[src/sv/ppps_pkg.sv]
// shared types and constants for the pinhole point projection splat
package ppps_pkg;

    localparam int CAM_W      = 17;
    localparam int FOCAL_W    = 12;
    localparam int DIM_W      = 11;
    localparam int PT_W       = 10;
    localparam int DEPTH_W    = 8;
    localparam int COLOR_W    = 8;
    localparam int PIX_W      = 10;
    localparam int CFG_IDX_W  = 3;
    localparam int CFG_DATA_W = 17;
    localparam int CAM_FRAC   = 4;
    localparam int DX_W       = 18;
    localparam int DEN_W      = 17;
    localparam int PROD_W     = 31;
    localparam int MAG_W      = 30;

    localparam int MAX_DIM_DEF   = 1024;
    localparam int FRAC_BITS_DEF = 8;

    localparam logic signed [CAM_W-1:0] CAM_X_RST  = '0;
    localparam logic signed [CAM_W-1:0] CAM_Y_RST  = '0;
    localparam logic signed [CAM_W-1:0] CAM_Z_RST  = -17'sd4080;
    localparam logic [FOCAL_W-1:0]      FOCAL_RST  = 12'd500;
    localparam logic [DIM_W-1:0]        WIDTH_RST  = 11'd640;
    localparam logic [DIM_W-1:0]        HEIGHT_RST = 11'd480;

    typedef enum logic [CFG_IDX_W-1:0] {
        CFG_CAM_X  = 3'd0,
        CFG_CAM_Y  = 3'd1,
        CFG_CAM_Z  = 3'd2,
        CFG_FOCAL  = 3'd3,
        CFG_WIDTH  = 3'd4,
        CFG_HEIGHT = 3'd5
    } t_cfg_idx;

    typedef struct packed {
        logic signed [CAM_W-1:0] cam_x;
        logic signed [CAM_W-1:0] cam_y;
        logic signed [CAM_W-1:0] cam_z;
        logic [FOCAL_W-1:0]      focal;
        logic [DIM_W-1:0]        width;
        logic [DIM_W-1:0]        height;
    } t_cfg;

    typedef struct packed {
        logic [COLOR_W-1:0] blue;
        logic [COLOR_W-1:0] green;
        logic [COLOR_W-1:0] red;
    } t_color;

    typedef struct packed {
        logic   keep;
        logic   neg_x;
        logic   neg_y;
        logic   ovf_x;
        logic   ovf_y;
        t_color color;
    } t_side;

endpackage

[src/sv/ppps_front.sv]
// offset, focal multiply and divider setup stages
module ppps_front #(
    parameter int FRAC_BITS = ppps_pkg::FRAC_BITS_DEF,
    parameter int QW        = 19
) (
    input  logic                          i_clk,
    input  logic                          i_rst_n,
    input  ppps_pkg::t_cfg                i_cfg,
    input  logic                          i_valid,
    output logic                          o_stall,
    input  logic signed [ppps_pkg::PT_W-1:0]  i_point_x,
    input  logic signed [ppps_pkg::PT_W-1:0]  i_point_y,
    input  logic [ppps_pkg::DEPTH_W-1:0]  i_point_depth,
    input  ppps_pkg::t_color              i_color,
    input  logic                          i_en,
    output logic                          o_valid,
    output ppps_pkg::t_side               o_side,
    output logic [ppps_pkg::DEN_W-1:0]    o_den,
    output logic [ppps_pkg::DEN_W-1:0]    o_rem_x,
    output logic [QW-1:0]                 o_acc_x,
    output logic [ppps_pkg::DEN_W-1:0]    o_rem_y,
    output logic [QW-1:0]                 o_acc_y
);
    import ppps_pkg::*;

    localparam int DW = MAG_W + FRAC_BITS;
    localparam int HW = DW - QW;

    logic en1, en2, en3;

    // stage 1
    logic                    r_v1;
    logic signed [DX_W-1:0]  r_dx1, r_dy1, n_dx1, n_dy1, n_den1;
    logic                    r_keep1;
    logic [DEN_W-1:0]        r_den1;
    t_color                  r_col1;

    // stage 2
    logic                     r_v2;
    logic signed [PROD_W-1:0] r_px2, r_py2, n_px2, n_py2;
    logic                     r_keep2;
    logic [DEN_W-1:0]         r_den2;
    t_color                   r_col2;

    // stage 3
    logic             r_v3;
    t_side            r_side3, n_side3;
    logic [DEN_W-1:0] r_den3, r_remx3, r_remy3, n_remx3, n_remy3;
    logic [QW-1:0]    r_accx3, r_accy3, n_accx3, n_accy3;

    logic signed [PROD_W-1:0] magx_s, magy_s;
    logic [DW-1:0]            divx, divy;
    logic [HW-1:0]            hix, hiy;
    logic signed [FOCAL_W:0]  fs;

    assign en3     = !r_v3 || i_en;
    assign en2     = !r_v2 || en3;
    assign en1     = !r_v1 || en2;
    assign o_stall = !en1;

    always_comb begin
        n_dx1  = DX_W'($signed({i_point_x, {CAM_FRAC{1'b0}}})) - DX_W'(i_cfg.cam_x);
        n_dy1  = DX_W'($signed({i_point_y, {CAM_FRAC{1'b0}}})) - DX_W'(i_cfg.cam_y);
        n_den1 = $signed(DX_W'({i_point_depth, {CAM_FRAC{1'b0}}})) - DX_W'(i_cfg.cam_z);
    end

    always_ff @(posedge i_clk) begin
        if (!i_rst_n) begin
            r_v1 <= 1'b0;
        end else if (en1) begin
            r_v1 <= i_valid;
        end
        if (en1) begin
            r_dx1   <= n_dx1;
            r_dy1   <= n_dy1;
            r_den1  <= n_den1[DEN_W-1:0];
            r_keep1 <= !n_den1[DX_W-1] && (n_den1 != '0);
            r_col1  <= i_color;
        end
    end

    always_comb begin
        fs    = $signed({1'b0, i_cfg.focal});
        n_px2 = PROD_W'(fs) * PROD_W'(r_dx1);
        n_py2 = PROD_W'(fs) * PROD_W'(r_dy1);
    end

    always_ff @(posedge i_clk) begin
        if (!i_rst_n) begin
            r_v2 <= 1'b0;
        end else if (en2) begin
            r_v2 <= r_v1;
        end
        if (en2) begin
            r_px2   <= n_px2;
            r_py2   <= n_py2;
            r_den2  <= r_den1;
            r_keep2 <= r_keep1;
            r_col2  <= r_col1;
        end
    end

    always_comb begin
        magx_s  = r_px2[PROD_W-1] ? -r_px2 : r_px2;
        magy_s  = r_py2[PROD_W-1] ? -r_py2 : r_py2;
        divx    = DW'(magx_s[MAG_W-1:0]) << FRAC_BITS;
        divy    = DW'(magy_s[MAG_W-1:0]) << FRAC_BITS;
        hix     = divx[DW-1:QW];
        hiy     = divy[DW-1:QW];
        n_side3.keep  = r_keep2;
        n_side3.neg_x = r_px2[PROD_W-1];
        n_side3.neg_y = r_py2[PROD_W-1];
        n_side3.ovf_x = hix >= HW'(r_den2);
        n_side3.ovf_y = hiy >= HW'(r_den2);
        n_side3.color = r_col2;
        n_remx3 = hix[DEN_W-1:0];
        n_remy3 = hiy[DEN_W-1:0];
        n_accx3 = divx[QW-1:0];
        n_accy3 = divy[QW-1:0];
    end

    always_ff @(posedge i_clk) begin
        if (!i_rst_n) begin
            r_v3 <= 1'b0;
        end else if (en3) begin
            r_v3 <= r_v2;
        end
        if (en3) begin
            r_side3 <= n_side3;
            r_den3  <= r_den2;
            r_remx3 <= n_remx3;
            r_remy3 <= n_remy3;
            r_accx3 <= n_accx3;
            r_accy3 <= n_accy3;
        end
    end

    assign o_valid = r_v3;
    assign o_side  = r_side3;
    assign o_den   = r_den3;
    assign o_rem_x = r_remx3;
    assign o_acc_x = r_accx3;
    assign o_rem_y = r_remy3;
    assign o_acc_y = r_accy3;

endmodule

[src/sv/ppps_div.sv]
// pipelined restoring divider, one quotient bit per stage, x and y lanes
module ppps_div #(
    parameter int QW = 19
) (
    input  logic                       i_clk,
    input  logic                       i_rst_n,
    input  logic                       i_valid,
    output logic                       o_en,
    input  ppps_pkg::t_side            i_side,
    input  logic [ppps_pkg::DEN_W-1:0] i_den,
    input  logic [ppps_pkg::DEN_W-1:0] i_rem_x,
    input  logic [QW-1:0]              i_acc_x,
    input  logic [ppps_pkg::DEN_W-1:0] i_rem_y,
    input  logic [QW-1:0]              i_acc_y,
    input  logic                       i_en,
    output logic                       o_valid,
    output ppps_pkg::t_side            o_side,
    output logic [QW-1:0]              o_quot_x,
    output logic [QW-1:0]              o_quot_y
);
    import ppps_pkg::*;

    function automatic logic [DEN_W+QW-1:0] div_step(
        input logic [DEN_W-1:0] rem,
        input logic [QW-1:0]    acc,
        input logic [DEN_W-1:0] den
    );
        logic [DEN_W:0]   t;
        logic [DEN_W:0]   d;
        logic [DEN_W-1:0] rn;
        logic             q;
        t = {rem, acc[QW-1]};
        d = {1'b0, den};
        q = t >= d;
        rn = q ? DEN_W'(t - d) : t[DEN_W-1:0];
        return {rn, acc[QW-2:0], q};
    endfunction

    logic [QW:0]      en_c;
    logic [QW-1:0]    r_v;
    t_side            r_side [QW];
    logic [DEN_W-1:0] r_den  [QW];
    logic [DEN_W-1:0] r_remx [QW];
    logic [DEN_W-1:0] r_remy [QW];
    logic [QW-1:0]    r_accx [QW];
    logic [QW-1:0]    r_accy [QW];

    assign en_c[QW] = i_en;
    assign o_en     = en_c[0];

    for (genvar k = 0; k < QW; k++) begin : g_stage
        logic             v_in;
        t_side            side_in;
        logic [DEN_W-1:0] den_in, remx_in, remy_in;
        logic [QW-1:0]    accx_in, accy_in;
        logic [DEN_W+QW-1:0] n_x, n_y;

        if (k == 0) begin : g_first
            assign v_in    = i_valid;
            assign side_in = i_side;
            assign den_in  = i_den;
            assign remx_in = i_rem_x;
            assign remy_in = i_rem_y;
            assign accx_in = i_acc_x;
            assign accy_in = i_acc_y;
        end else begin : g_next
            assign v_in    = r_v[k-1];
            assign side_in = r_side[k-1];
            assign den_in  = r_den[k-1];
            assign remx_in = r_remx[k-1];
            assign remy_in = r_remy[k-1];
            assign accx_in = r_accx[k-1];
            assign accy_in = r_accy[k-1];
        end

        assign en_c[k] = !r_v[k] || en_c[k+1];
        assign n_x     = div_step(remx_in, accx_in, den_in);
        assign n_y     = div_step(remy_in, accy_in, den_in);

        always_ff @(posedge i_clk) begin
            if (!i_rst_n) begin
                r_v[k] <= 1'b0;
            end else if (en_c[k]) begin
                r_v[k] <= v_in;
            end
            if (en_c[k]) begin
                r_side[k] <= side_in;
                r_den[k]  <= den_in;
                r_remx[k] <= n_x[DEN_W+QW-1:QW];
                r_accx[k] <= n_x[QW-1:0];
                r_remy[k] <= n_y[DEN_W+QW-1:QW];
                r_accy[k] <= n_y[QW-1:0];
            end
        end
    end

    assign o_valid  = r_v[QW-1];
    assign o_side   = r_side[QW-1];
    assign o_quot_x = r_accx[QW-1];
    assign o_quot_y = r_accy[QW-1];

endmodule

[src/sv/ppps_back.sv]
// sign restore, centering, frame test and output register
module ppps_back #(
    parameter int MAX_DIM   = ppps_pkg::MAX_DIM_DEF,
    parameter int FRAC_BITS = ppps_pkg::FRAC_BITS_DEF,
    parameter int QW        = 19
) (
    input  logic                         i_clk,
    input  logic                         i_rst_n,
    input  ppps_pkg::t_cfg               i_cfg,
    input  logic                         i_valid,
    output logic                         o_en,
    input  ppps_pkg::t_side              i_side,
    input  logic [QW-1:0]                i_quot_x,
    input  logic [QW-1:0]                i_quot_y,
    output logic                         o_valid,
    input  logic                         i_stall,
    output logic [ppps_pkg::PIX_W-1:0]   o_pixel_col,
    output logic [ppps_pkg::PIX_W-1:0]   o_pixel_row,
    output ppps_pkg::t_color             o_color
);
    import ppps_pkg::*;

    localparam int CW = $clog2(MAX_DIM) + 1;
    localparam int SW = QW + 2;

    logic en_b1, en_out;

    logic                 r_v1;
    t_side                r_side1;
    logic signed [QW:0]   r_qx1, r_qy1;

    logic [CW-1:0]        w_c, h_c;
    logic signed [SW-1:0] colf, rowf, wlim, hlim;
    logic                 in_x, in_y;

    logic                 r_ov;
    logic [PIX_W-1:0]     r_col, r_row;
    t_color               r_color;

    assign en_out = !r_ov || !i_stall;
    assign en_b1  = !r_v1 || en_out;
    assign o_en   = en_b1;

    always_ff @(posedge i_clk) begin
        if (!i_rst_n) begin
            r_v1 <= 1'b0;
        end else if (en_b1) begin
            r_v1 <= i_valid;
        end
        if (en_b1) begin
            r_side1 <= i_side;
            r_qx1   <= i_side.neg_x ? -$signed({1'b0, i_quot_x}) : $signed({1'b0, i_quot_x});
            r_qy1   <= i_side.neg_y ? -$signed({1'b0, i_quot_y}) : $signed({1'b0, i_quot_y});
        end
    end

    always_comb begin
        w_c  = (32'(i_cfg.width) > 32'(MAX_DIM)) ? CW'(MAX_DIM) : CW'(i_cfg.width);
        h_c  = (32'(i_cfg.height) > 32'(MAX_DIM)) ? CW'(MAX_DIM) : CW'(i_cfg.height);
        wlim = $signed(SW'(w_c) << FRAC_BITS);
        hlim = $signed(SW'(h_c) << FRAC_BITS);
        colf = $signed(SW'(w_c >> 1) << FRAC_BITS) + SW'(r_qx1);
        rowf = $signed(SW'(h_c >> 1) << FRAC_BITS) - SW'(r_qy1);
        in_x = !r_side1.ovf_x && (colf > 0) && (colf < wlim);
        in_y = !r_side1.ovf_y && (rowf > 0) && (rowf < hlim);
    end

    always_ff @(posedge i_clk) begin
        if (!i_rst_n) begin
            r_ov <= 1'b0;
        end else if (en_out) begin
            r_ov <= r_v1 && r_side1.keep && in_x && in_y;
        end
        if (en_out) begin
            r_col   <= PIX_W'(colf >>> FRAC_BITS);
            r_row   <= PIX_W'(rowf >>> FRAC_BITS);
            r_color <= r_side1.color;
        end
    end

    assign o_valid     = r_ov;
    assign o_pixel_col = r_col;
    assign o_pixel_row = r_row;
    assign o_color     = r_color;

endmodule

[src/sv/pinhole_point_projection_splat.sv]
// top level: config registers and the projection pipeline
// quotient width QW = clog2(MAX_DIM) + FRAC_BITS + 1 (19 at the defaults)
// throughput: one point per cycle while i_stall is low; the divider retires one quotient bit per stage
// dropped points leave a bubble and produce no transfer
// synchronous active-low reset empties the pipeline and loads the default camera
module pinhole_point_projection_splat #(
    parameter int MAX_DIM   = ppps_pkg::MAX_DIM_DEF,
    parameter int FRAC_BITS = ppps_pkg::FRAC_BITS_DEF
) (
    input  logic                            i_clk,
    input  logic                            i_rst_n,
    input  logic                            i_cfg_we,
    input  logic [ppps_pkg::CFG_IDX_W-1:0]  i_cfg_idx,
    input  logic [ppps_pkg::CFG_DATA_W-1:0] i_cfg_data,
    input  logic                            i_valid,
    output logic                            o_stall,
    input  logic signed [ppps_pkg::PT_W-1:0] i_point_x,
    input  logic signed [ppps_pkg::PT_W-1:0] i_point_y,
    input  logic [ppps_pkg::DEPTH_W-1:0]    i_point_depth,
    input  logic [ppps_pkg::COLOR_W-1:0]    i_blue,
    input  logic [ppps_pkg::COLOR_W-1:0]    i_green,
    input  logic [ppps_pkg::COLOR_W-1:0]    i_red,
    output logic                            o_valid,
    input  logic                            i_stall,
    output logic [ppps_pkg::PIX_W-1:0]      o_pixel_col,
    output logic [ppps_pkg::PIX_W-1:0]      o_pixel_row,
    output logic [ppps_pkg::COLOR_W-1:0]    o_out_blue,
    output logic [ppps_pkg::COLOR_W-1:0]    o_out_green,
    output logic [ppps_pkg::COLOR_W-1:0]    o_out_red
);
    import ppps_pkg::*;

    localparam int QW = $clog2(MAX_DIM) + FRAC_BITS + 1;

    t_cfg r_cfg;

    always_ff @(posedge i_clk) begin
        if (!i_rst_n) begin
            r_cfg.cam_x  <= CAM_X_RST;
            r_cfg.cam_y  <= CAM_Y_RST;
            r_cfg.cam_z  <= CAM_Z_RST;
            r_cfg.focal  <= FOCAL_RST;
            r_cfg.width  <= WIDTH_RST;
            r_cfg.height <= HEIGHT_RST;
        end else if (i_cfg_we) begin
            unique case (t_cfg_idx'(i_cfg_idx))
                CFG_CAM_X:  r_cfg.cam_x  <= $signed(i_cfg_data[CAM_W-1:0]);
                CFG_CAM_Y:  r_cfg.cam_y  <= $signed(i_cfg_data[CAM_W-1:0]);
                CFG_CAM_Z:  r_cfg.cam_z  <= $signed(i_cfg_data[CAM_W-1:0]);
                CFG_FOCAL:  r_cfg.focal  <= i_cfg_data[FOCAL_W-1:0];
                CFG_WIDTH:  r_cfg.width  <= i_cfg_data[DIM_W-1:0];
                CFG_HEIGHT: r_cfg.height <= i_cfg_data[DIM_W-1:0];
                default: begin
                end
            endcase
        end
    end

    t_color           in_color, out_color;
    logic             f_valid, d_en, d_valid, b_en;
    t_side            f_side, d_side;
    logic [DEN_W-1:0] f_den, f_rem_x, f_rem_y;
    logic [QW-1:0]    f_acc_x, f_acc_y, d_quot_x, d_quot_y;

    assign in_color.blue  = i_blue;
    assign in_color.green = i_green;
    assign in_color.red   = i_red;

    ppps_front #(.FRAC_BITS(FRAC_BITS), .QW(QW)) u_front (
        .i_clk(i_clk), .i_rst_n(i_rst_n), .i_cfg(r_cfg),
        .i_valid(i_valid), .o_stall(o_stall),
        .i_point_x(i_point_x), .i_point_y(i_point_y),
        .i_point_depth(i_point_depth), .i_color(in_color),
        .i_en(d_en), .o_valid(f_valid), .o_side(f_side), .o_den(f_den),
        .o_rem_x(f_rem_x), .o_acc_x(f_acc_x), .o_rem_y(f_rem_y), .o_acc_y(f_acc_y)
    );

    ppps_div #(.QW(QW)) u_div (
        .i_clk(i_clk), .i_rst_n(i_rst_n),
        .i_valid(f_valid), .o_en(d_en), .i_side(f_side), .i_den(f_den),
        .i_rem_x(f_rem_x), .i_acc_x(f_acc_x), .i_rem_y(f_rem_y), .i_acc_y(f_acc_y),
        .i_en(b_en), .o_valid(d_valid), .o_side(d_side),
        .o_quot_x(d_quot_x), .o_quot_y(d_quot_y)
    );

    ppps_back #(.MAX_DIM(MAX_DIM), .FRAC_BITS(FRAC_BITS), .QW(QW)) u_back (
        .i_clk(i_clk), .i_rst_n(i_rst_n), .i_cfg(r_cfg),
        .i_valid(d_valid), .o_en(b_en), .i_side(d_side),
        .i_quot_x(d_quot_x), .i_quot_y(d_quot_y),
        .o_valid(o_valid), .i_stall(i_stall),
        .o_pixel_col(o_pixel_col), .o_pixel_row(o_pixel_row), .o_color(out_color)
    );

    assign o_out_blue  = out_color.blue;
    assign o_out_green = out_color.green;
    assign o_out_red   = out_color.red;

    a_reset_empty: assert property (@(posedge i_clk) !i_rst_n |=> !o_valid)
        else $error("output valid after reset");

    a_stall_source: assert property (@(posedge i_clk) disable iff (!i_rst_n)
        o_stall |-> (o_valid && i_stall))
        else $error("input stalled while output side can move");

    a_result_origin: assert property (@(posedge i_clk) disable iff (!i_rst_n)
        $rose(o_valid) |-> $past(d_valid, 2))
        else $error("result without an item leaving the divider");

endmodule
[config.mk]
export PLATFORM = sky130hd
export DESIGN_NAME = pinhole_point_projection_splat
export DESIGN_NICKNAME = d
export VERILOG_FILES = /design/src/sv/ppps_pkg.sv /design/src/sv/ppps_front.sv /design/src/sv/ppps_div.sv /design/src/sv/ppps_back.sv /design/src/sv/pinhole_point_projection_splat.sv
export SDC_FILE = /design/constraint.sdc
export NUM_CORES = 2
export LEC_CHECK = 0
export BUFFER_PORTS_ARGS = -buffer_cell sky130_fd_sc_hd__buf_2
export CAP_MARGIN = 20
export CORE_ASPECT_RATIO = 0.75
export CORE_MARGIN = 2
export CORE_UTILIZATION = 45
export CTS_CLUSTER_DIAMETER = 150
export DETAILED_ROUTE_END_ITERATION = 16
export SYNTH_ARGS = -nofsm -noshare
export SYNTH_HDL_FRONTEND = slang
export SYNTH_HIERARCHICAL = 1
export SYNTH_SLANG_ARGS = --single-unit
[constraint.sdc]
create_clock -name i_clk -period 13.09 [get_ports i_clk]
set_input_delay 0 -clock i_clk [delete_from_list [all_inputs] [get_ports i_clk]]
set_output_delay 0 -clock i_clk [all_outputs]
set_load 0.05 [all_outputs]
# [Yosys cells after proc, flatten, opt, wreduce, memory -nomap -nowiden]
# Memory sizes are Yosys's and may differ from the RTL's.
# Index checks and enable logic that the tools add are counted.
# W data, S select, Z words.
[word_totals] reg_bits=504 ram_bits=2242 in_bits=77 out_inout_bits=46 mem_count=6
[op_classes] add_sub_neg=47 mul=2 n_lt_le_gt_ge=46 n_eq_ne=5 n_mux=82 n_reduce_logical=69
[memory_table] name="u_div.r_side" depth=19 word_bits=29 rd=19 rd_clocked_by_memory_dff=0 write_ports=19 line="ppps_div.sv:41" source="t_side r_side [QW];"
[memory_table] name="u_div.r_accx" depth=19 word_bits=19 rd=19 rd_clocked_by_memory_dff=0 write_ports=19 line="ppps_div.sv:45" source="logic [QW-1:0] r_accx [QW];"
[memory_table] name="u_div.r_accy" depth=19 word_bits=19 rd=19 rd_clocked_by_memory_dff=0 write_ports=19 line="ppps_div.sv:46" source="logic [QW-1:0] r_accy [QW];"
[memory_table] name="u_div.r_den" depth=19 word_bits=17 rd=18 rd_clocked_by_memory_dff=0 write_ports=19 line="ppps_div.sv:42" source="logic [DEN_W-1:0] r_den [QW];"
[memory_table] name="u_div.r_remx" depth=19 word_bits=17 rd=18 rd_clocked_by_memory_dff=0 write_ports=19 line="ppps_div.sv:43" source="logic [DEN_W-1:0] r_remx [QW];"
[memory_table] name="u_div.r_remy" depth=19 word_bits=17 rd=18 rd_clocked_by_memory_dff=0 write_ports=19 line="ppps_div.sv:44" source="logic [DEN_W-1:0] r_remy [QW];"
[op_table] cell="$ge A18 B17 Y1" count=38
[op_table] cell="$mux W17" count=38
[op_table] cell="$sub A17 B17 Y17" count=38
[op_table] cell="$mul A13 B18 Y31" count=2
[op_table] cell="$mux W30" count=2
[op_table] cell="$neg A30 Y30" count=2
[op_table] cell="$gt A21 B1 Y1 const B" count=2
[op_table] cell="$lt A21 B20 Y1" count=2
[op_table] cell="$neg A19 Y20" count=2
[op_table] cell="$ge A19 B17 Y1" count=2
[op_table] cell="$mux W1" count=38
[op_table] cell="$mux W19" count=2
[op_table] cell="$sub A14 B17 Y18" count=2
[op_table] cell="$logic_not A1 Y1" count=29
[op_table] cell="$logic_or A1 B1 Y1" count=24
[op_table] cell="$gt A11 B11 Y1 const B" count=2
[op_table] cell="$mux W11" count=2
[op_table] cell="$add A19 B20 Y21" count=1
[op_table] cell="$sub A19 B20 Y21" count=1
[op_table] cell="$reduce_bool A18 Y1" count=1
[op_table] cell="$sub A13 B17 Y18" count=1
[op_table] cell="$reduce_and A2 Y1" count=6
[op_table] cell="$logic_and A1 B1 Y1" count=8
[op_table] cell="$eq A3 B2 Y1 const B" count=2
[op_table] cell="other kinds (3)" count=4

# [Depth between registers and ports, before layout]
[logic_depth] word_depth=26 ltp_mapped=23 depth_no_buf=21

# [By module]
# The synthesis kept the hierarchy.
[modules_own_cells] mod="ppps_div" instances=1 cells_per_inst=7589 area_each_um2=104012.3 seq_area_each_um2=66173.5
[modules_own_cells] mod="ppps_front" instances=1 cells_per_inst=2737 area_each_um2=28636.2 seq_area_each_um2=8588.2
[modules_own_cells] mod="ppps_back" instances=1 cells_per_inst=454 area_each_um2=5743.0 seq_area_each_um2=3373.2
[modules_own_cells] mod="pinhole_point_projection_splat" instances=1 cells_per_inst=314 area_each_um2=3234.4 seq_area_each_um2=1701.6

# [Least setup slack after synthesis]
# Ideal clock, no wire load.
[synth_path] path_type="register -> register" startpoint="register u_back.r_ov (netlist: u_back/o_valid)" endpoint="register u_front.r_v1" t_arrival_ns=13.413 required_ns=12.971 slack_ns=-0.442 stages_incl_launch_ff=16 path_buffers=0 synth_period_minus_slack_ns=13.532 cell_sequence="dfxtp_1 nand2_1 inv_1 nand2_1 nor2b_1 and3_1 inv_1 nor3_1 and2_0 and4_1 and3_1 nand2_1 nor2b_1 nand3_1 inv_1 o21a_1"
[synth_via] elab_chain_len=25
[synth_rtl] item="start: declaration" line="ppps_back.sv:36" source="logic r_ov;"
[synth_rtl] item="start signal: assignment" line="ppps_back.sv:72" source="r_ov <= r_v1 && r_side1.keep && in_x && in_y;"
[synth_rtl] item="$logic_not A1 Y1" line="ppps_back.sv:40" source="assign en_out = !r_ov || !i_stall;"
[synth_rtl] item="$logic_or A1 B1 Y1" line="ppps_back.sv:40"
[synth_rtl] item="named net u_back.en_out" line="ppps_back.sv:26" source="logic en_b1, en_out;"
[synth_rtl] item="$logic_or A1 B1 Y1" line="ppps_back.sv:41" source="assign en_b1 = !r_v1 || en_out;"
[synth_rtl] item="named net b_en" line="pinhole_point_projection_splat.sv:60" source="logic f_valid, d_en, d_valid, b_en;"
[synth_rtl] item="$logic_or A1 B1 Y1 (6 in a row)" line="ppps_div.sv:76" source="assign en_c[k] = !r_v[k] || en_c[k+1];"
[synth_rtl] item="named net u_div.en_c[13]" line="ppps_div.sv:39" source="logic [QW:0] en_c;"
[synth_rtl] item="$logic_or A1 B1 Y1 (13 in a row)" line="ppps_div.sv:76"
[synth_rtl] item="named net d_en" line="pinhole_point_projection_splat.sv:60"
[synth_rtl] item="$logic_or A1 B1 Y1" line="ppps_front.sv:56" source="assign en3 = !r_v3 || i_en;"
[synth_rtl] item="$logic_or A1 B1 Y1" line="ppps_front.sv:57" source="assign en2 = !r_v2 || en3;"
[synth_rtl] item="$logic_or A1 B1 Y1" line="ppps_front.sv:58" source="assign en1 = !r_v1 || en2;"
[synth_rtl] item="end signal: assignment" line="ppps_front.sv:71" source="r_v1 <= i_valid;"
[synth_rtl] item="end: declaration" line="ppps_front.sv:32" source="logic r_v1;"
# The timed path passes the listed nets, and every way through them passes these cells.
# A chain may end at the register's enable or synchronous reset.

# [Worst setup path after layout]
[layout_path] startpoint="register u_back.r_ov (netlist: u_back/o_valid)" endpoint="output o_stall"
[layout_via] elab_chain_len=26
[layout_rtl] item="$logic_not A1 Y1" line="ppps_back.sv:40"
[layout_rtl] item="$logic_or A1 B1 Y1" line="ppps_back.sv:40"
[layout_rtl] item="named net u_back.en_out" line="ppps_back.sv:26"
[layout_rtl] item="$logic_or A1 B1 Y1" line="ppps_back.sv:41"
[layout_rtl] item="named net b_en" line="pinhole_point_projection_splat.sv:60"
[layout_rtl] item="$logic_or A1 B1 Y1 (6 in a row)" line="ppps_div.sv:76"
[layout_rtl] item="named net u_div.en_c[13]" line="ppps_div.sv:39"
[layout_rtl] item="$logic_or A1 B1 Y1 (13 in a row)" line="ppps_div.sv:76"
[layout_rtl] item="named net d_en" line="pinhole_point_projection_splat.sv:60"
[layout_rtl] item="$logic_or A1 B1 Y1" line="ppps_front.sv:56"
[layout_rtl] item="$logic_or A1 B1 Y1" line="ppps_front.sv:57"
[layout_rtl] item="$logic_or A1 B1 Y1" line="ppps_front.sv:58"
[layout_rtl] item="$logic_not A1 Y1" line="ppps_front.sv:59" source="assign o_stall = !en1;"
[layout_rtl] item="end: declaration" line="pinhole_point_projection_splat.sv:16" source="output logic o_stall,"
# The timed path passes the listed nets, and every way through them passes these cells.

==> results.md <==
* Seq/Total Area, Yosys at 56.4%
* Port buffer count at 122
* RSZ-0062 raised after global routing: false
* Num ports at 123
* Setup CP Type: flop to output port
* Arr. time, crit path at 6.77 ns
* Setup TNS at 0 ns
* Hpwl dp at 263000 um
* Worst Hold Launch: i_rst_n
* Worst Setup Start Kind: flop
* First-pass GRT wire length at 531000 um
* Reg clk slew, reported paths at 0.06 ns
* Worst-Margin Slew at 1.24 ns
* Fin. max-slew vios at 0
* Final Cycle Share at 51.7%
* TritonCTS Buffers at 286
* # setup viols final at 0
* Post-CTS Repair Setup Buffers at 0
* Drc violations at 0
* Initial antenna violation count at 18
* End of the worst hold path: u_div/g_stage[2].v_in
* First-pass DRT Iterations at 5
* Worst hold path stage count at 3
* Total Nets Final at 12914
* Min Clock Period, post-route at 6.77 ns
* Clk root buf: clkbuf_16
* Clk buf depth at 4
* Placer congestion estimate at 0.913
* Count of cell types in the netlist at 117
* Synth warn at 6
* DP Area at 147000 sq um
* Area of the core at 313000 sq um
* R2R Setup Slk at 6.41 ns
* Critical path fanouts, max at 54
* Synth top area share at 54.8%
* Largest net degree at the start of global routing at 81
* Mapped Cells at 11094
* Worst path cell trace: nand2_2 > inv_1 > nand2_4 > nor2b_1 > and3_1 > inv_4 > nor3_1 > and2_0 > and4_1 > and3_1 > nand2_8 > nor2b_1 > nand3_4 > inv_1 > buf_2
* Worst skew pair latency at 0.88 ns
* Buf/Inv on CP at 4
* EDFF count, synth at 2586
* Clock sink count at 2695
* Vias per cell at 5.48
* Most frequent cells in the layout: 2586 x edfxtp_1, 1208 x inv_1, 903 x ha_1, 878 x nand2_1, 507 x a21oi_1
* Worst vdd ir at 0.302 mV
* Status: complete, no violations
* Post-DRT Antenna Nets at 0
* Drt total wl at 352000 um
* Primary FF master, synth: edfxtp_1
* Slowest-stage cell, CP: nor2b_1
* Die Area at 319000 sq um
* HP Class: primary input to flop
* Htree depth at 5
* Vias at 86955
* Die Span Y at 490 um
* First DRT Iteration DRCs at 7570
* RR Endpoint: u_front/r_px2[29]
* Synth top area cells: edfxtp_1 55%, ha_1 8.0%, fa_1 6.1%
* Cell area after layout at 157000 sq um
* Top delay family on crit path: simple AND/OR/NAND/NOR gates
* Max cap viols at 0
* Row count at 178
* Avg Cell Area, Syn at 12.8 sq um
* CP peak stage delay at 0.68 ns
* Final setup margin at 6.32 ns
* Setup WS pre-CTS at 6.47 ns
* Final Hold Vio Count at 0
* Layout area overhead at 11.2%
* Worst r2r src: r_cfg[24]
* Netlist Area Pre-Place at 142000 sq um
* Fmax at 148 MHz
* Most common cell after layout, fill and taps aside: edfxtp_1
* Fill cell count at 26751
* Remaining Overflow, GRT at 0
* Pwr per Cell Area at 275 nW/um^2
* Overall Global Routing Usage at 21.8%
* Vias in the first global route at 85771
* Skew final at 0.0988 ns
* Routed length per placed instance at 22.2 um
* Share of cells above drive strength 1 at 9.16%
* CP Capture Type: output port
* Hold Buf Count CTS at 133
* CP Depth at 15
* Reg2Reg Depth at 21
* DIE WIDTH at 652 um
* Seq cells post-synth at 2695
* Leading area contributor after synthesis: edfxtp_1
* CTS tree: done
* Max-slew headroom at 16.4%
* Critical Path RT at 13.09 ns
* # resized after CTS at 0
* Asr flop ratio synth at 0%
* Initial Utilization at 45.2%
* LEAKAGE at 63.5 nW
-- worst min-delay path, delay by kind of cell --
family	cells	cell delay, ns
AOI/OAI and AO/OA	1	0.13
buffers and inverters	2	0.75
-- report_power, final --
| part | total [mW] | switching, mW | internal, mW | leakage, nW |
|---|---|---|---|---|
| logic | 21.1 | 12.0 | 9.01 | 31.1 |
| registers | 14.5 | 1.50 | 13.0 | 28.1 |
| clock network | 7.80 | 3.42 | 4.38 | 4.32 |
| total | 43.4 | 17.0 | 26.4 | 63.5 |
-- cell families after synthesis --
kind of cell               count (synthesis)  synth area share [%]
xor gates and xnor gates                 612                  3.78
buffers and inverters                   1450                  4.02
adders and majority gates               1336                  14.1
muxes                                    478                  3.71
DFF                                     2695                  56.4
AOI/OAI and AO/OA                       1915                  8.87
other                                      1               0.00265
and+or+nand+nor                         2607                  9.13
-- cell type report --
type                            instances  area, sq um  share of cell area [%]
Antenna cell                           10         25.0                  0.0159
Clock buffer                          342         7490                    4.76
Clock inverter                        161         1360                   0.866
Inverter                             1221         4610                    2.93
Multi-Input combinational cell       6964        56400                    35.8
Sequential cell                      2695        79800                    50.7
Tap cell                             4140         5180                    3.29
Timing Repair Buffer                  333         2580                    1.64
-- cells in the mapped netlist (168+ instances only) --
master	number
xor2_1	168
xnor2_1	444
nor2_1	463
fa_1	433
a21oi_1	507
nand2_1	889
ha_1	903
inv_1	1219
and2_1	236
o21ai_0	434
mux2_2	278
edfxtp_1	2586
a21o_1	171
-- sequential cells by signal (all words and copies together), names as in the netlist, 18 cells and up --
signal and cells:
u_div/r_side 551, u_div/r_accx 361, u_div/r_accy 361, u_div/r_den 306, u_div/r_remx 306, u_div/r_remy 306, r_cfg 85, u_front/r_px2 31
u_front/r_py2 31, u_front/o_side 29, u_back/r_side1 27, u_back/o_color 24, u_front/n_side3 24, u_front/r_col1 24, u_back/r_qx1 20, u_back/r_qy1 20
u_div/g_stage.v_in 18, u_front/r_dx1 18, u_front/r_dy1 18
-- through the flow --
stage                     power (mW)  instances  hold slack [ns]  util, %
after global routing            46.6      15865           0.0442     50.2
final                           43.4      15866           0.0727     50.2
after CTS                       43.5      15853          0.00270     50.2
after detailed placement        35.4      15217            0.179     47.0
after global placement          35.2      15215            0.179     47.0
after floorplan                 29.6      11109           0.0989        -
-- worst max path at each step --
stage,start,end,slack (ns)
6_report,u_back/o_valid,o_stall,6.32
5_1_grt,u_back/o_valid,o_stall,5.74
4_1_cts,u_back/o_valid,o_stall,6.09
3_5_place_dp,u_back/o_valid,u_front/r_px2[27],6.47
3_3_place_gp,r_cfg[24],u_front/r_px2[29],6.46
2_1_floorplan,u_back/o_valid,u_front/r_v1,0.81
-- metal layers --
| layer | up-vias | global-route usage [%] | wire length [um] |
|---|---|---|---|
| li1 | 40883 | - | - |
| met1 | 43376 | 33.3 | 173000 |
| met2 | 2243 | 32.7 | 152000 |
| met3 | 449 | 2.99 | 18800 |
| met4 | 4 | 5.20 | 8250 |
| met5 | - | 0 | 23 |
Power figures use the tool's default switching activity.
